File: src/design/fir16_pkg.sv
package fir16_pkg;

   // accumulator wraps modulo 2^ACC_BITS
   localparam int ACC_BITS   = 64;
   localparam int BASE_FRAC  = 16;

   typedef enum logic [1:0] {
      CTL_IDLE,
      CTL_READ,
      CTL_DRAIN,
      CTL_FINISH
   } ctl_state_type;

   typedef struct packed {
      logic accept;  // take the request: write the store, clear the sum
      logic read;    // issue one tap read and advance the tap count
      logic emit;    // load the rounded sum into the output register
   } dp_cmd_type;

   typedef struct packed {
      logic last_read;
      logic out_free;
   } dp_status_type;

   // Q1.15 low-pass weights, rescaled to coef_bits (round half up when narrowing)
   function automatic logic signed [31:0] coef_value(input int k, input int coef_bits);
      int base;
      int s;
      base = 0;
      s    = 0;
      case (k)
         0:       base = -111;
         1:       base = -128;
         2:       base = -85;
         3:       base = 254;
         4:       base = 1108;
         5:       base = 2481;
         6:       base = 4070;
         7:       base = 5356;
         8:       base = 5851;
         9:       base = 5356;
         10:      base = 4070;
         11:      base = 2481;
         12:      base = 1108;
         13:      base = 254;
         14:      base = -85;
         15:      base = -128;
         default: base = 0;
      endcase
      if (coef_bits >= BASE_FRAC) begin
         return base <<< (coef_bits - BASE_FRAC);
      end
      s = BASE_FRAC - coef_bits;
      return (base + (1 <<< (s - 1))) >>> s;
   endfunction

endpackage

File: src/design/fir16_ctrl.sv
module fir16_ctrl import fir16_pkg::*; (
   input  logic          clock,
   input  logic          reset,
   input  logic          req_valid,
   output logic          req_stall,
   input  dp_status_type status,
   output dp_cmd_type    cmd
);

   ctl_state_type state_ff, state_in;
   logic          drain_ff, drain_in;
   logic          ready;

   always_ff @(posedge clock) begin
      if (reset) begin
         state_ff <= CTL_IDLE;
         drain_ff <= 1'b0;
      end else begin
         state_ff <= state_in;
         drain_ff <= drain_in;
      end
   end

   // next state
   always_comb begin
      state_in = state_ff;
      drain_in = 1'b0;
      unique case (state_ff)
         CTL_IDLE: begin
            if (req_valid) state_in = CTL_READ;
         end
         CTL_READ: begin
            if (status.last_read) state_in = CTL_DRAIN;
         end
         CTL_DRAIN: begin
            // wait here until the multiply and accumulate stages have emptied
            drain_in = ~drain_ff;
            if (drain_ff) state_in = CTL_FINISH;
         end
         CTL_FINISH: begin
            if (status.out_free) state_in = req_valid ? CTL_READ : CTL_IDLE;
         end
         default: state_in = CTL_IDLE;
      endcase
   end

   // outputs
   always_comb begin
      ready      = 1'b0;
      cmd.read   = 1'b0;
      cmd.emit   = 1'b0;
      unique case (state_ff)
         CTL_IDLE:   ready = 1'b1;
         CTL_READ:   cmd.read = 1'b1;
         CTL_DRAIN:  ;
         CTL_FINISH: begin
            ready    = status.out_free;
            cmd.emit = status.out_free;
         end
         default:    ;
      endcase
      cmd.accept = ready & req_valid;
      req_stall  = ~ready;
   end

endmodule

File: src/design/fir16_dp.sv
module fir16_dp import fir16_pkg::*; #(
   parameter int TAPS        = 16,
   parameter int SAMPLE_BITS = 16,
   parameter int COEF_BITS   = 16
) (
   input  logic                          clock,
   input  logic                          reset,
   input  dp_cmd_type                    cmd,
   output dp_status_type                 status,
   input  logic signed [SAMPLE_BITS-1:0] req_sample,
   output logic                          rsp_valid,
   input  logic                          rsp_stall,
   output logic signed [SAMPLE_BITS-1:0] rsp_filtered
);

   localparam int PTR_BITS  = $clog2(TAPS);
   localparam int PROD_BITS = SAMPLE_BITS + COEF_BITS;
   localparam logic [PTR_BITS-1:0] LAST_PTR = PTR_BITS'(TAPS - 1);
   localparam logic signed [ACC_BITS-1:0] ROUND  = ACC_BITS'(1) <<< (COEF_BITS - 2);
   localparam logic signed [ACC_BITS-1:0] SAT_HI =
      (ACC_BITS'(1) <<< (SAMPLE_BITS - 1)) - ACC_BITS'(1);
   localparam logic signed [ACC_BITS-1:0] SAT_LO = ~SAT_HI;

   logic signed [SAMPLE_BITS-1:0] store_mem [TAPS];
   logic [TAPS-1:0]               store_valid_ff, store_valid_in;
   logic [PTR_BITS-1:0]           wp_ff, wp_in;
   logic [PTR_BITS-1:0]           rd_ptr_ff, rd_ptr_in;
   logic [PTR_BITS-1:0]           k_ff, k_in;

   logic signed [SAMPLE_BITS-1:0] rd_data_ff;
   logic                          rd_valid_ff;
   logic signed [COEF_BITS-1:0]   coef_ff, coef_in;
   logic                          s1_ff, s2_ff;
   logic signed [SAMPLE_BITS-1:0] tap_sample;
   logic signed [PROD_BITS-1:0]   prod_ff, prod_in;
   logic signed [ACC_BITS-1:0]    acc_ff, acc_in;
   logic signed [ACC_BITS-1:0]    rounded, shifted;
   logic signed [SAMPLE_BITS-1:0] result;
   logic                          rsp_valid_ff, rsp_valid_in;
   logic signed [SAMPLE_BITS-1:0] rsp_filtered_ff;

   // sample store: one write per request, one tap read per cycle
   always_ff @(posedge clock) begin
      if (cmd.accept) store_mem[wp_ff] <= req_sample;
   end

   always_ff @(posedge clock) begin
      rd_data_ff  <= store_mem[rd_ptr_ff];
      rd_valid_ff <= store_valid_ff[rd_ptr_ff];
   end

   always_comb begin
      store_valid_in = store_valid_ff;
      wp_in          = wp_ff;
      rd_ptr_in      = rd_ptr_ff;
      k_in           = k_ff;
      if (cmd.accept) begin
         store_valid_in[wp_ff] = 1'b1;
         wp_in     = (wp_ff == LAST_PTR) ? '0 : wp_ff + 1'b1;
         rd_ptr_in = wp_ff;
         k_in      = '0;
      end else if (cmd.read) begin
         // step back one sample, wrapping
         rd_ptr_in = (rd_ptr_ff == '0) ? LAST_PTR : rd_ptr_ff - 1'b1;
         k_in      = k_ff + 1'b1;
      end
   end

   assign coef_in    = COEF_BITS'(coef_value(int'(k_ff), COEF_BITS));
   assign tap_sample = rd_valid_ff ? rd_data_ff : '0;
   assign prod_in    = tap_sample * coef_ff;

   always_comb begin
      acc_in = acc_ff;
      if (cmd.accept) begin
         acc_in = '0;
      end else if (s2_ff) begin
         acc_in = acc_ff + ACC_BITS'(prod_ff);
      end
   end

   always_ff @(posedge clock) begin
      if (reset) begin
         store_valid_ff <= '0;
         wp_ff          <= '0;
         rd_ptr_ff      <= '0;
         k_ff           <= '0;
         s1_ff          <= 1'b0;
         s2_ff          <= 1'b0;
         rsp_valid_ff   <= 1'b0;
      end else begin
         store_valid_ff <= store_valid_in;
         wp_ff          <= wp_in;
         rd_ptr_ff      <= rd_ptr_in;
         k_ff           <= k_in;
         s1_ff          <= cmd.read;
         s2_ff          <= s1_ff;
         rsp_valid_ff   <= rsp_valid_in;
      end
   end

   always_ff @(posedge clock) begin
      coef_ff <= coef_in;
      prod_ff <= prod_in;
      acc_ff  <= acc_in;
      if (cmd.emit) rsp_filtered_ff <= result;
   end

   // round half up, drop the fraction, clamp
   assign rounded = acc_ff + ROUND;
   assign shifted = rounded >>> (COEF_BITS - 1);

   always_comb begin
      if (shifted > SAT_HI) begin
         result = SAT_HI[SAMPLE_BITS-1:0];
      end else if (shifted < SAT_LO) begin
         result = SAT_LO[SAMPLE_BITS-1:0];
      end else begin
         result = shifted[SAMPLE_BITS-1:0];
      end
   end

   assign rsp_valid_in     = cmd.emit | (rsp_valid_ff & rsp_stall);
   assign status.out_free  = ~rsp_valid_ff | ~rsp_stall;
   assign status.last_read = (k_ff == LAST_PTR);
   assign rsp_valid        = rsp_valid_ff;
   assign rsp_filtered     = rsp_filtered_ff;

endmodule

File: src/design/fir_filter_16_tap.sv
// Channel   Direction  Handshake            Payload
// req_      in         req_valid/req_stall  req_sample   (signed SAMPLE_BITS)
// rsp_      out        rsp_valid/rsp_stall  rsp_filtered (signed SAMPLE_BITS)
//
// A request passes through the states READ, DRAIN and FINISH: a single shared
// multiply-accumulate handles one tap per cycle in READ, DRAIN lets the multiply
// and accumulate stages empty, and FINISH rounds and loads the output register.
// Reset is synchronous and clears the pointers and the store's valid bits, so
// unwritten taps read as zero. A new request is taken while a result still
// waits in the output register; rsp_stall holds the result until taken.
module fir_filter_16_tap import fir16_pkg::*; #(
   parameter int TAPS        = 16,
   parameter int SAMPLE_BITS = 16,
   parameter int COEF_BITS   = 16
) (
   input  logic                          clock,
   input  logic                          reset,
   input  logic                          req_valid,
   output logic                          req_stall,
   input  logic signed [SAMPLE_BITS-1:0] req_sample,
   output logic                          rsp_valid,
   input  logic                          rsp_stall,
   output logic signed [SAMPLE_BITS-1:0] rsp_filtered
);

   dp_cmd_type    cmd;
   dp_status_type status;

   fir16_ctrl u_ctrl (
      .clock     (clock),
      .reset     (reset),
      .req_valid (req_valid),
      .req_stall (req_stall),
      .status    (status),
      .cmd       (cmd)
   );

   fir16_dp #(
      .TAPS        (TAPS),
      .SAMPLE_BITS (SAMPLE_BITS),
      .COEF_BITS   (COEF_BITS)
   ) u_dp (
      .clock        (clock),
      .reset        (reset),
      .cmd          (cmd),
      .status       (status),
      .req_sample   (req_sample),
      .rsp_valid    (rsp_valid),
      .rsp_stall    (rsp_stall),
      .rsp_filtered (rsp_filtered)
   );

`ifndef SYNTHESIS
   // a result can never be ready the cycle after a request is taken
   assert property (@(posedge clock) disable iff (reset)
      (req_valid && !req_stall) |=> !cmd.emit)
      else $error("result emitted right after request");

   assert property (@(posedge clock) disable iff (reset)
      !(cmd.read && (cmd.emit || cmd.accept)))
      else $error("tap read overlaps request or emit");

   // never overwrite a result that is still waiting
   assert property (@(posedge clock) disable iff (reset)
      (rsp_valid && rsp_stall) |-> !cmd.emit)
      else $error("output register overwritten");

   assert property (@(posedge clock) disable iff (reset)
      (cmd.read && status.last_read) |=> !cmd.read)
      else $error("tap read past last tap");
`endif

endmodule
File: config.mk
export PLATFORM = sky130hd
export DESIGN_NAME = fir_filter_16_tap
export DESIGN_NICKNAME = d
export VERILOG_FILES = /design/src/design/fir16_pkg.sv /design/src/design/fir16_ctrl.sv /design/src/design/fir16_dp.sv /design/src/design/fir_filter_16_tap.sv
export SDC_FILE = /design/constraint.sdc
export NUM_CORES = 1
export LEC_CHECK = 0
export BUFFER_PORTS_ARGS = -buffer_cell sky130_fd_sc_hd__buf_2
export CELL_PAD_IN_SITES_DETAIL_PLACEMENT = 1
export CELL_PAD_IN_SITES_GLOBAL_PLACEMENT = 2
export CORE_MARGIN = 1
export CORE_UTILIZATION = 46
export CTS_CLUSTER_DIAMETER = 150
export CTS_CLUSTER_SIZE = 10
export DETAILED_ROUTE_END_ITERATION = 8
export PLACE_DENSITY_LB_ADDON = 0.1
export SLEW_MARGIN = 20
export SYNTH_ARGS = -nofsm -noshare
export SYNTH_HDL_FRONTEND = slang
export SYNTH_SLANG_ARGS = --single-unit
File: constraint.sdc
create_clock -name clock -period 14.55 [get_ports clock]
set_input_delay 2.1825 -clock clock [delete_from_list [all_inputs] [get_ports clock]]
set_output_delay 2.1825 -clock clock [all_outputs]
set_load 0.02 [all_outputs]
==> results.py, run 1 <==
metrics = {
    "outcome": {
        "status": "completed",
    },
    "min_path": {
        "hp-class": "reg -> reg",
    },
    "clock_network": {
        "cts_buffer_depth": 3,
        "post_cts_resized": 0,
        "cts_hold_buffers": 0,
        "clkTransAtPathRegs_ns": 0.07,
        "cts.sinks": 432,
        "postCtsSetupBuffers": 0,
        "clkLatencyLatePin_ns": 0.62,
        "root_buffer": "clkbuf_16",
        "htreeDepth": 2,
        "numCtsBuffers": 49,
        "cts_tree": "done",
    },
    "sta": {
        "hold_viol": 0,
        "setup_slack_ns": 6.55,
        "max_freq_mhz": 125,
        "fin_tns_setup_ns": 0,
        "final-setup-viol-count": 0,
        "worst-slew-pin-transition_ns": 1.09,
        "rsz0062_at_grt": "no",
        "drv_slew": 0,
        "whs_ns": 0.426,
        "max_slew_margin_pct": 27.1,
        "post-route-period-util_pct": 55.0,
        "final.min_clock_period_ns": 8.00,
        "fin_skew_ns": 0.0396,
    },
    "final_layout": {
        "fin_util_pct": 50.5,
        "syn_to_final_growth_pct": 8.00,
        "num-fill-cells": 6869,
        "antennaDiodeCount": 0,
        "drive_gt1_share_pct": 9.12,
        "layout.nets": 3171,
    },
    "setup_path": {
        "start_kind": "register",
        "timing.critical_path.mode_cell": "fa_1",
        "reg2reg_to": "u_dp.prod_ff[30]",
        "r2r_setup_slack_ns": 6.55,
        "crit_path_start": "u_dp.rd_valid_ff",
        "cp-end-kind": "register",
        "path_cells": "buf_4 -> and2_1 -> nand2_1 -> inv_1 -> fa_1 -> inv_1 -> fa_1 -> fa_1 -> fa_1 -> fa_1 -> fa_1 -> inv_1 -> ha_1 -> and2_1 -> a22o_1 -> a2111oi_0 -> o21ai_0 -> a311oi_1 -> o21bai_1 -> a21oi_1 -> xnor2_1",
        "criticalPathCategory": "reg -> reg",
        "slowest_delay_ns": 0.73,
        "crit_path_top_delay_cell": "dfxtp_2",
        "r2r_start": "u_dp.rd_valid_ff",
        "arrival_ns": 8.51,
        "timing.critical_path.to": "u_dp.prod_ff[30]",
        "critical_path.max_fanout": 75,
        "required_ns": 15.06,
        "ff2ff_path_depth": 21,
    },
    "floorplan": {
        "dieArea_um2": 66800,
        "fp.dieW_um": 258,
        "rows": 93,
        "die_y_um": 258,
        "start_util_pct": 46.8,
        "num_io_pins": 38,
        "core_area_um2": 64700,
    },
    "placed_design": {
        "portBuffers": 37,
        "dpl.hpwl_mm": 61.7,
        "dp_slack_ns": 6.63,
        "place.gp.congestion": 0.837,
    },
    "global_routing": {
        "grt_max_degree": 76,
        "grt_antenna_before_repair": 1,
        "grt_first_pass_wirelength_mm": 131,
        "grt_pass1_vias": 22500,
        "grtUsageTotal_pct": 25.4,
        "grt-ovfl-total": 0,
    },
    "synthesis": {
        "syn_area_per_cell_um2": 11.0,
        "yosysTopAreaCellShare_pct": 27.0,
        "synthDominantAreaCellType": "edfxtp_1",
        "yosysMostFrequentCell": "inv_1",
        "synth-seq-cells": 432,
        "synth_edf_count": 272,
        "synth_area_um2": 30300,
        "synthCells": 2745,
        "synth_cell_types": 82,
        "ys_seq_area_share_pct": 37.6,
        "synth_top_flop_cell": "edfxtp_1",
        "syn-num-nets": 3188,
        "synth_common_cells": "347 x inv_1, 272 x edfxtp_1, 260 x fa_1",
        "synthTopCellsByArea": "edfxtp_1 27%, fa_1 17%, dfxtp_1 11%",
        "async_flop_share_pct": 0,
        "synth-warning-count": 0,
    },
    "drt": {
        "dr.pass1.iters": 5,
        "viasPerCell": 5.67,
        "wl_mm": 82.2,
        "vias": 20500,
        "drc": 0,
        "wl_per_cell_um": 22.7,
        "postRouteAntennaNets": 0,
        "drt-initial-drc-count": 1105,
    },
    "job": {
        "max_cap_violations": 0,
    },
}
-- logic make-up (layout without fill, tap and decap cells) --
kind of cell | after synthesis | count (layout) | share of synthesized area [%]
AOI/OAI and AO/OA | 405 | 405 | 8.56
adders and majority gates | 423 | 423 | 23.9
buffers and inverters | 481 | 498 | 6.10
muxes | 131 | 131 | 7.89
DFF | 432 | 432 | 37.6
xor gates and xnor gates | 123 | 123 | 3.56
and+or+nand+nor | 750 | 750 | 12.4
-- cell usage in the layout (no fill, tap or decap), types with 10 or more instances in the layout --
| cell | count |
|---|---|
| inv_1 | 347 |
| a211oi_1 | 17 |
| o21ai_2 | 10 |
| o21a_1 | 12 |
| a31oi_1 | 13 |
| mux4_2 | 86 |
| nand2b_1 | 19 |
| mux2i_1 | 45 |
| buf_4 | 26 |
| and3_1 | 126 |
| o31ai_1 | 10 |
| a21oi_1 | 129 |
| buf_2 | 37 |
| and2_1 | 22 |
| xnor2_1 | 70 |
| nor2_1 | 167 |
| nor3_1 | 24 |
| nand3_1 | 50 |
| a21o_1 | 43 |
| clkbuf_16 | 49 |
| nand2_1 | 222 |
| fa_1 | 260 |
| edfxtp_1 | 272 |
| ha_1 | 163 |
| and4_1 | 11 |
| dfxtp_1 | 156 |
| nor2b_1 | 21 |
| o21ai_0 | 81 |
| nand4_1 | 34 |
| clkbuf_1 | 31 |
| xor2_1 | 53 |
| o21bai_1 | 16 |
-- worst max-delay path, delay by kind of cell, from the launching register on --
kind	cells	cell delay (ns)
DFF	1	0.73
and+or+nand+nor	3	0.75
buffers and inverters	4	1.03
xor gates and xnor gates	1	0.14
AOI/OAI and AO/OA	6	1.86
adders and majority gates	7	3.37
-- metal layers --
layer,routed length (um),track usage [%],vias up
li1,-,-,9455
met1,36200,34.1,10500
met2,41000,44.2,412
met3,3170,2.64,112
met4,1690,6.23,2
met5,13,0,-
-- worst min-delay path by stage --
stage / start / end / slack [ns] / cells after the start
2_1_floorplan: u_dp.s1_ff / u_dp.s2_ff / 0.41 / 1
3_3_place_gp: u_dp.s1_ff / u_dp.s2_ff / 0.43 / 1
3_5_place_dp: u_dp.s1_ff / u_dp.s2_ff / 0.43 / 1
4_1_cts: u_dp.s1_ff / u_dp.s2_ff / 0.43 / 1
5_1_grt: u_dp.s1_ff / u_dp.s2_ff / 0.44 / 1
6_report: u_dp.s1_ff / u_dp.s2_ff / 0.43 / 1
-- flip-flops by register name, summed over array words and instances, names as in the netlist, 2 cells and up --
| register | cells |
|---|---|
| u_dp.rd_ptr_ff | 4 |
| u_dp.store_mem | 256 |
| u_dp.acc_ff | 64 |
| u_dp.prod_ff | 32 |
| u_dp.coef_ff | 13 |
| u_dp.k_ff | 4 |
| u_ctrl.state_ff | 2 |
| u_dp.wp_ff | 4 |
| u_dp.rsp_filtered | 16 |
| u_dp.rd_data_ff | 16 |
| u_dp.store_valid_ff | 16 |
-- layout make-up --
type | count | area (um^2) | share of cell area (%)
clock buffer | 81 | 1360 | 4.15
multi-input combinational | 1832 | 17100 | 52.3
inverter | 349 | 1310 | 4.01
sequential | 432 | 11400 | 34.8
tap | 855 | 1070 | 3.27
clock inverter | 4 | 87.6 | 0.268
timing repair buffer | 64 | 392 | 1.20
-- metrics by stage --
stage	instances	area [um^2]
after floorplan	2745	30300
after global placement	3532	31200
after detailed placement	3532	31200
after CTS	3617	32700
after global routing	3617	32700
final	3617	32700
Power of run 1 is left out: the tool's default activity adds up to more than one toggle a clock period on the data nets, which glitch-free logic cannot reach.
==> run 2, diff against run 1 <==
CORE_UTILIZATION = 44   (was 46)
clock period = 8.05 ns   (was 14.55 ns; I/O delays follow)
==> run 2 against run 1 <==
Against the previous run:
- global-route usage down 1.3 points
- core utilization decreased by 2.0 points
- worst setup slack lost 5.9 ns
- routed wire length about the same
- die area grew 4.5%
- clock skew increased by 0.0026 ns
- largest cell class unchanged
==> results.py, run 2 (synthesized netlist as in run 1, its figures left out) <==
metrics = {
    "global_routing": {
        "grt_first_pass_wirelength_mm": 130,
        "grt-ovfl-total": 0,
        "grtUsageTotal_pct": 24.2,
        "grt_max_degree": 73,
        "grt_pass1_vias": 22400,
        "grt_antenna_before_repair": 3,
    },
    "final_layout": {
        "largest_register_ffs": 256,
        "mostFrequentLayoutCells": "347 x inv_1, 272 x edfxtp_1, 260 x fa_1",
        "num-fill-cells": 7233,
        "largestRegisters": "u_dp.store_mem x256, u_dp.acc_ff x64, u_dp.prod_ff x32",
        "stdcell_area_um2": 32800,
        "instances_no_fill": 3653,
        "syn_to_final_growth_pct": 8.44,
        "drive_gt1_share_pct": 9.65,
        "top_register": "u_dp.store_mem",
        "layout.nets": 3188,
        "final_common_cell": "inv_1",
    },
    "setup_path": {
        "ff2ff_path_depth": 26,
        "slowest_delay_ns": 0.67,
        "criticalPathCategory": "reg -> reg",
        "cp_top_family": "adder cells",
        "timing.critical_path.to": "u_dp.prod_ff[30]",
        "start_kind": "register",
        "critical_path.max_fanout": 38,
        "cp.depth": 26,
        "arrival_ns": 7.96,
        "crit_path_top_delay_cell": "dfxtp_2",
        "required_ns": 8.57,
        "r2r_start": "u_dp.rd_valid_ff",
        "crit_buf_inv": 6,
        "crit_path_start": "u_dp.rd_valid_ff",
        "r2r_setup_slack_ns": 0.61,
        "cp-end-kind": "register",
        "reg2reg_to": "u_dp.prod_ff[30]",
    },
    "floorplan": {
        "rows": 95,
        "fp.dieW_um": 264,
        "dieArea_um2": 69800,
        "start_util_pct": 44.7,
        "die_y_um": 264,
        "num_io_pins": 38,
        "core_area_um2": 67600,
    },
    "sta": {
        "max_slew_margin_pct": 22.8,
        "drv_slew": 0,
        "hold_viol": 0,
        "worst-slew-pin-transition_ns": 1.15,
        "rsz0062_at_grt": "no",
        "whs_ns": 0.450,
        "post-route-period-util_pct": 92.5,
        "fin_skew_ns": 0.0422,
        "final-setup-viol-count": 0,
        "fin_tns_setup_ns": 0,
        "final.min_clock_period_ns": 7.44,
        "max_freq_mhz": 134,
    },
    "outcome": {
        "status": "completed",
    },
    "clock_network": {
        "cts_hold_buffers": 0,
        "htreeDepth": 2,
        "root_buffer": "clkbuf_16",
        "postCtsSetupBuffers": 0,
        "cts.sinks": 432,
        "clkTransAtPathRegs_ns": 0.06,
        "post_cts_resized": 0,
        "numCtsBuffers": 49,
        "cts_buffer_depth": 3,
        "cts_tree": "done",
        "clkLatencyLatePin_ns": 0.63,
    },
    "placed_design": {
        "dpl.hpwl_mm": 61.4,
        "place.gp.congestion": 0.861,
        "portBuffers": 37,
        "placedCellCount": 3567,
        "dpl_cell_area_um2": 31400,
    },
    "drt": {
        "wl_mm": 82.1,
        "viasPerCell": 5.63,
        "dr.pass1.iters": 7,
        "drc": 0,
        "postRouteAntennaNets": 0,
        "drt-initial-drc-count": 1051,
        "vias": 20600,
        "wl_per_cell_um": 22.5,
    },
    "min_path": {
        "hp-class": "reg -> reg",
    },
    "job": {
        "max_cap_violations": 0,
    },
}
## run 2: cell types whose count changed in the layout (fill, tap and decap cells not counted)
cell / change
buf_4: +18
diode_2: +2
a21boi_2: +1
a21boi_4: -1
buf_6: -1
clkbuf_8: -1
clkinvlp_4: -1
inv_6: +1
## run 2: worst register-to-register path, stage by stage (launching register included)
cell       delay, ns
dfxtp_2         0.67
buf_4           0.31
and2_0          0.35
nand2_1         0.14
fa_1            0.54
inv_1           0.04
ha_1            0.27
inv_1           0.05
fa_1            0.53
inv_1           0.06
fa_1            0.50
fa_1            0.55
inv_1           0.06
fa_1            0.53
inv_1           0.04
ha_1            0.36
a21oi_1         0.20
nor2b_1         0.06
o21ai_0         0.14
nand2b_1        0.11
a22o_1          0.20
a2111oi_1       0.58
o21ai_0         0.31
a311oi_1        0.35
o21bai_1        0.10
a21oi_1         0.18
xnor2_1         0.13
## run 2: metal layers
metal  vias up  track usage [%]  wire [um]
met2       292             42.7      41600
met3        89             2.44       2250
met1     10700             32.0      36700
met5         -                0         17
li1       9512                -          -
met4         2             5.67       1570
## run 2: worst min-delay path by stage
stage            endpoint  slack, ns  startpoint  depth (start not counted)
2_1_floorplan  u_dp.s2_ff       0.41  u_dp.s1_ff                          1
5_1_grt        u_dp.s2_ff       0.47  u_dp.s1_ff                          1
6_report       u_dp.s2_ff       0.45  u_dp.s1_ff                          1
4_1_cts        u_dp.s2_ff       0.45  u_dp.s1_ff                          1
3_3_place_gp   u_dp.s2_ff       0.43  u_dp.s1_ff                          1
3_5_place_dp   u_dp.s2_ff       0.45  u_dp.s1_ff                          1
## run 2: cell type report
type	instances	area, um^2	area share, %
repair buffers	81	515	1.57
clock inverters	4	88.8	0.271
inverters	349	1310	3.99
clock buffers	80	1340	4.09
multi-input cells	1832	17100	52.0
diodes	2	5.00	0.0153
well taps	873	1090	3.33
flip-flops and latches	432	11400	34.7
## run 2: metrics by stage
step	setup WS, ns	util, %
after global routing	0.160	48.5
after detailed placement	0.531	46.4
final	0.606	48.5
after floorplan	1.44	-
after global placement	0.645	46.4
after CTS	0.481	48.5
Power of run 2 is left out for the same reason.
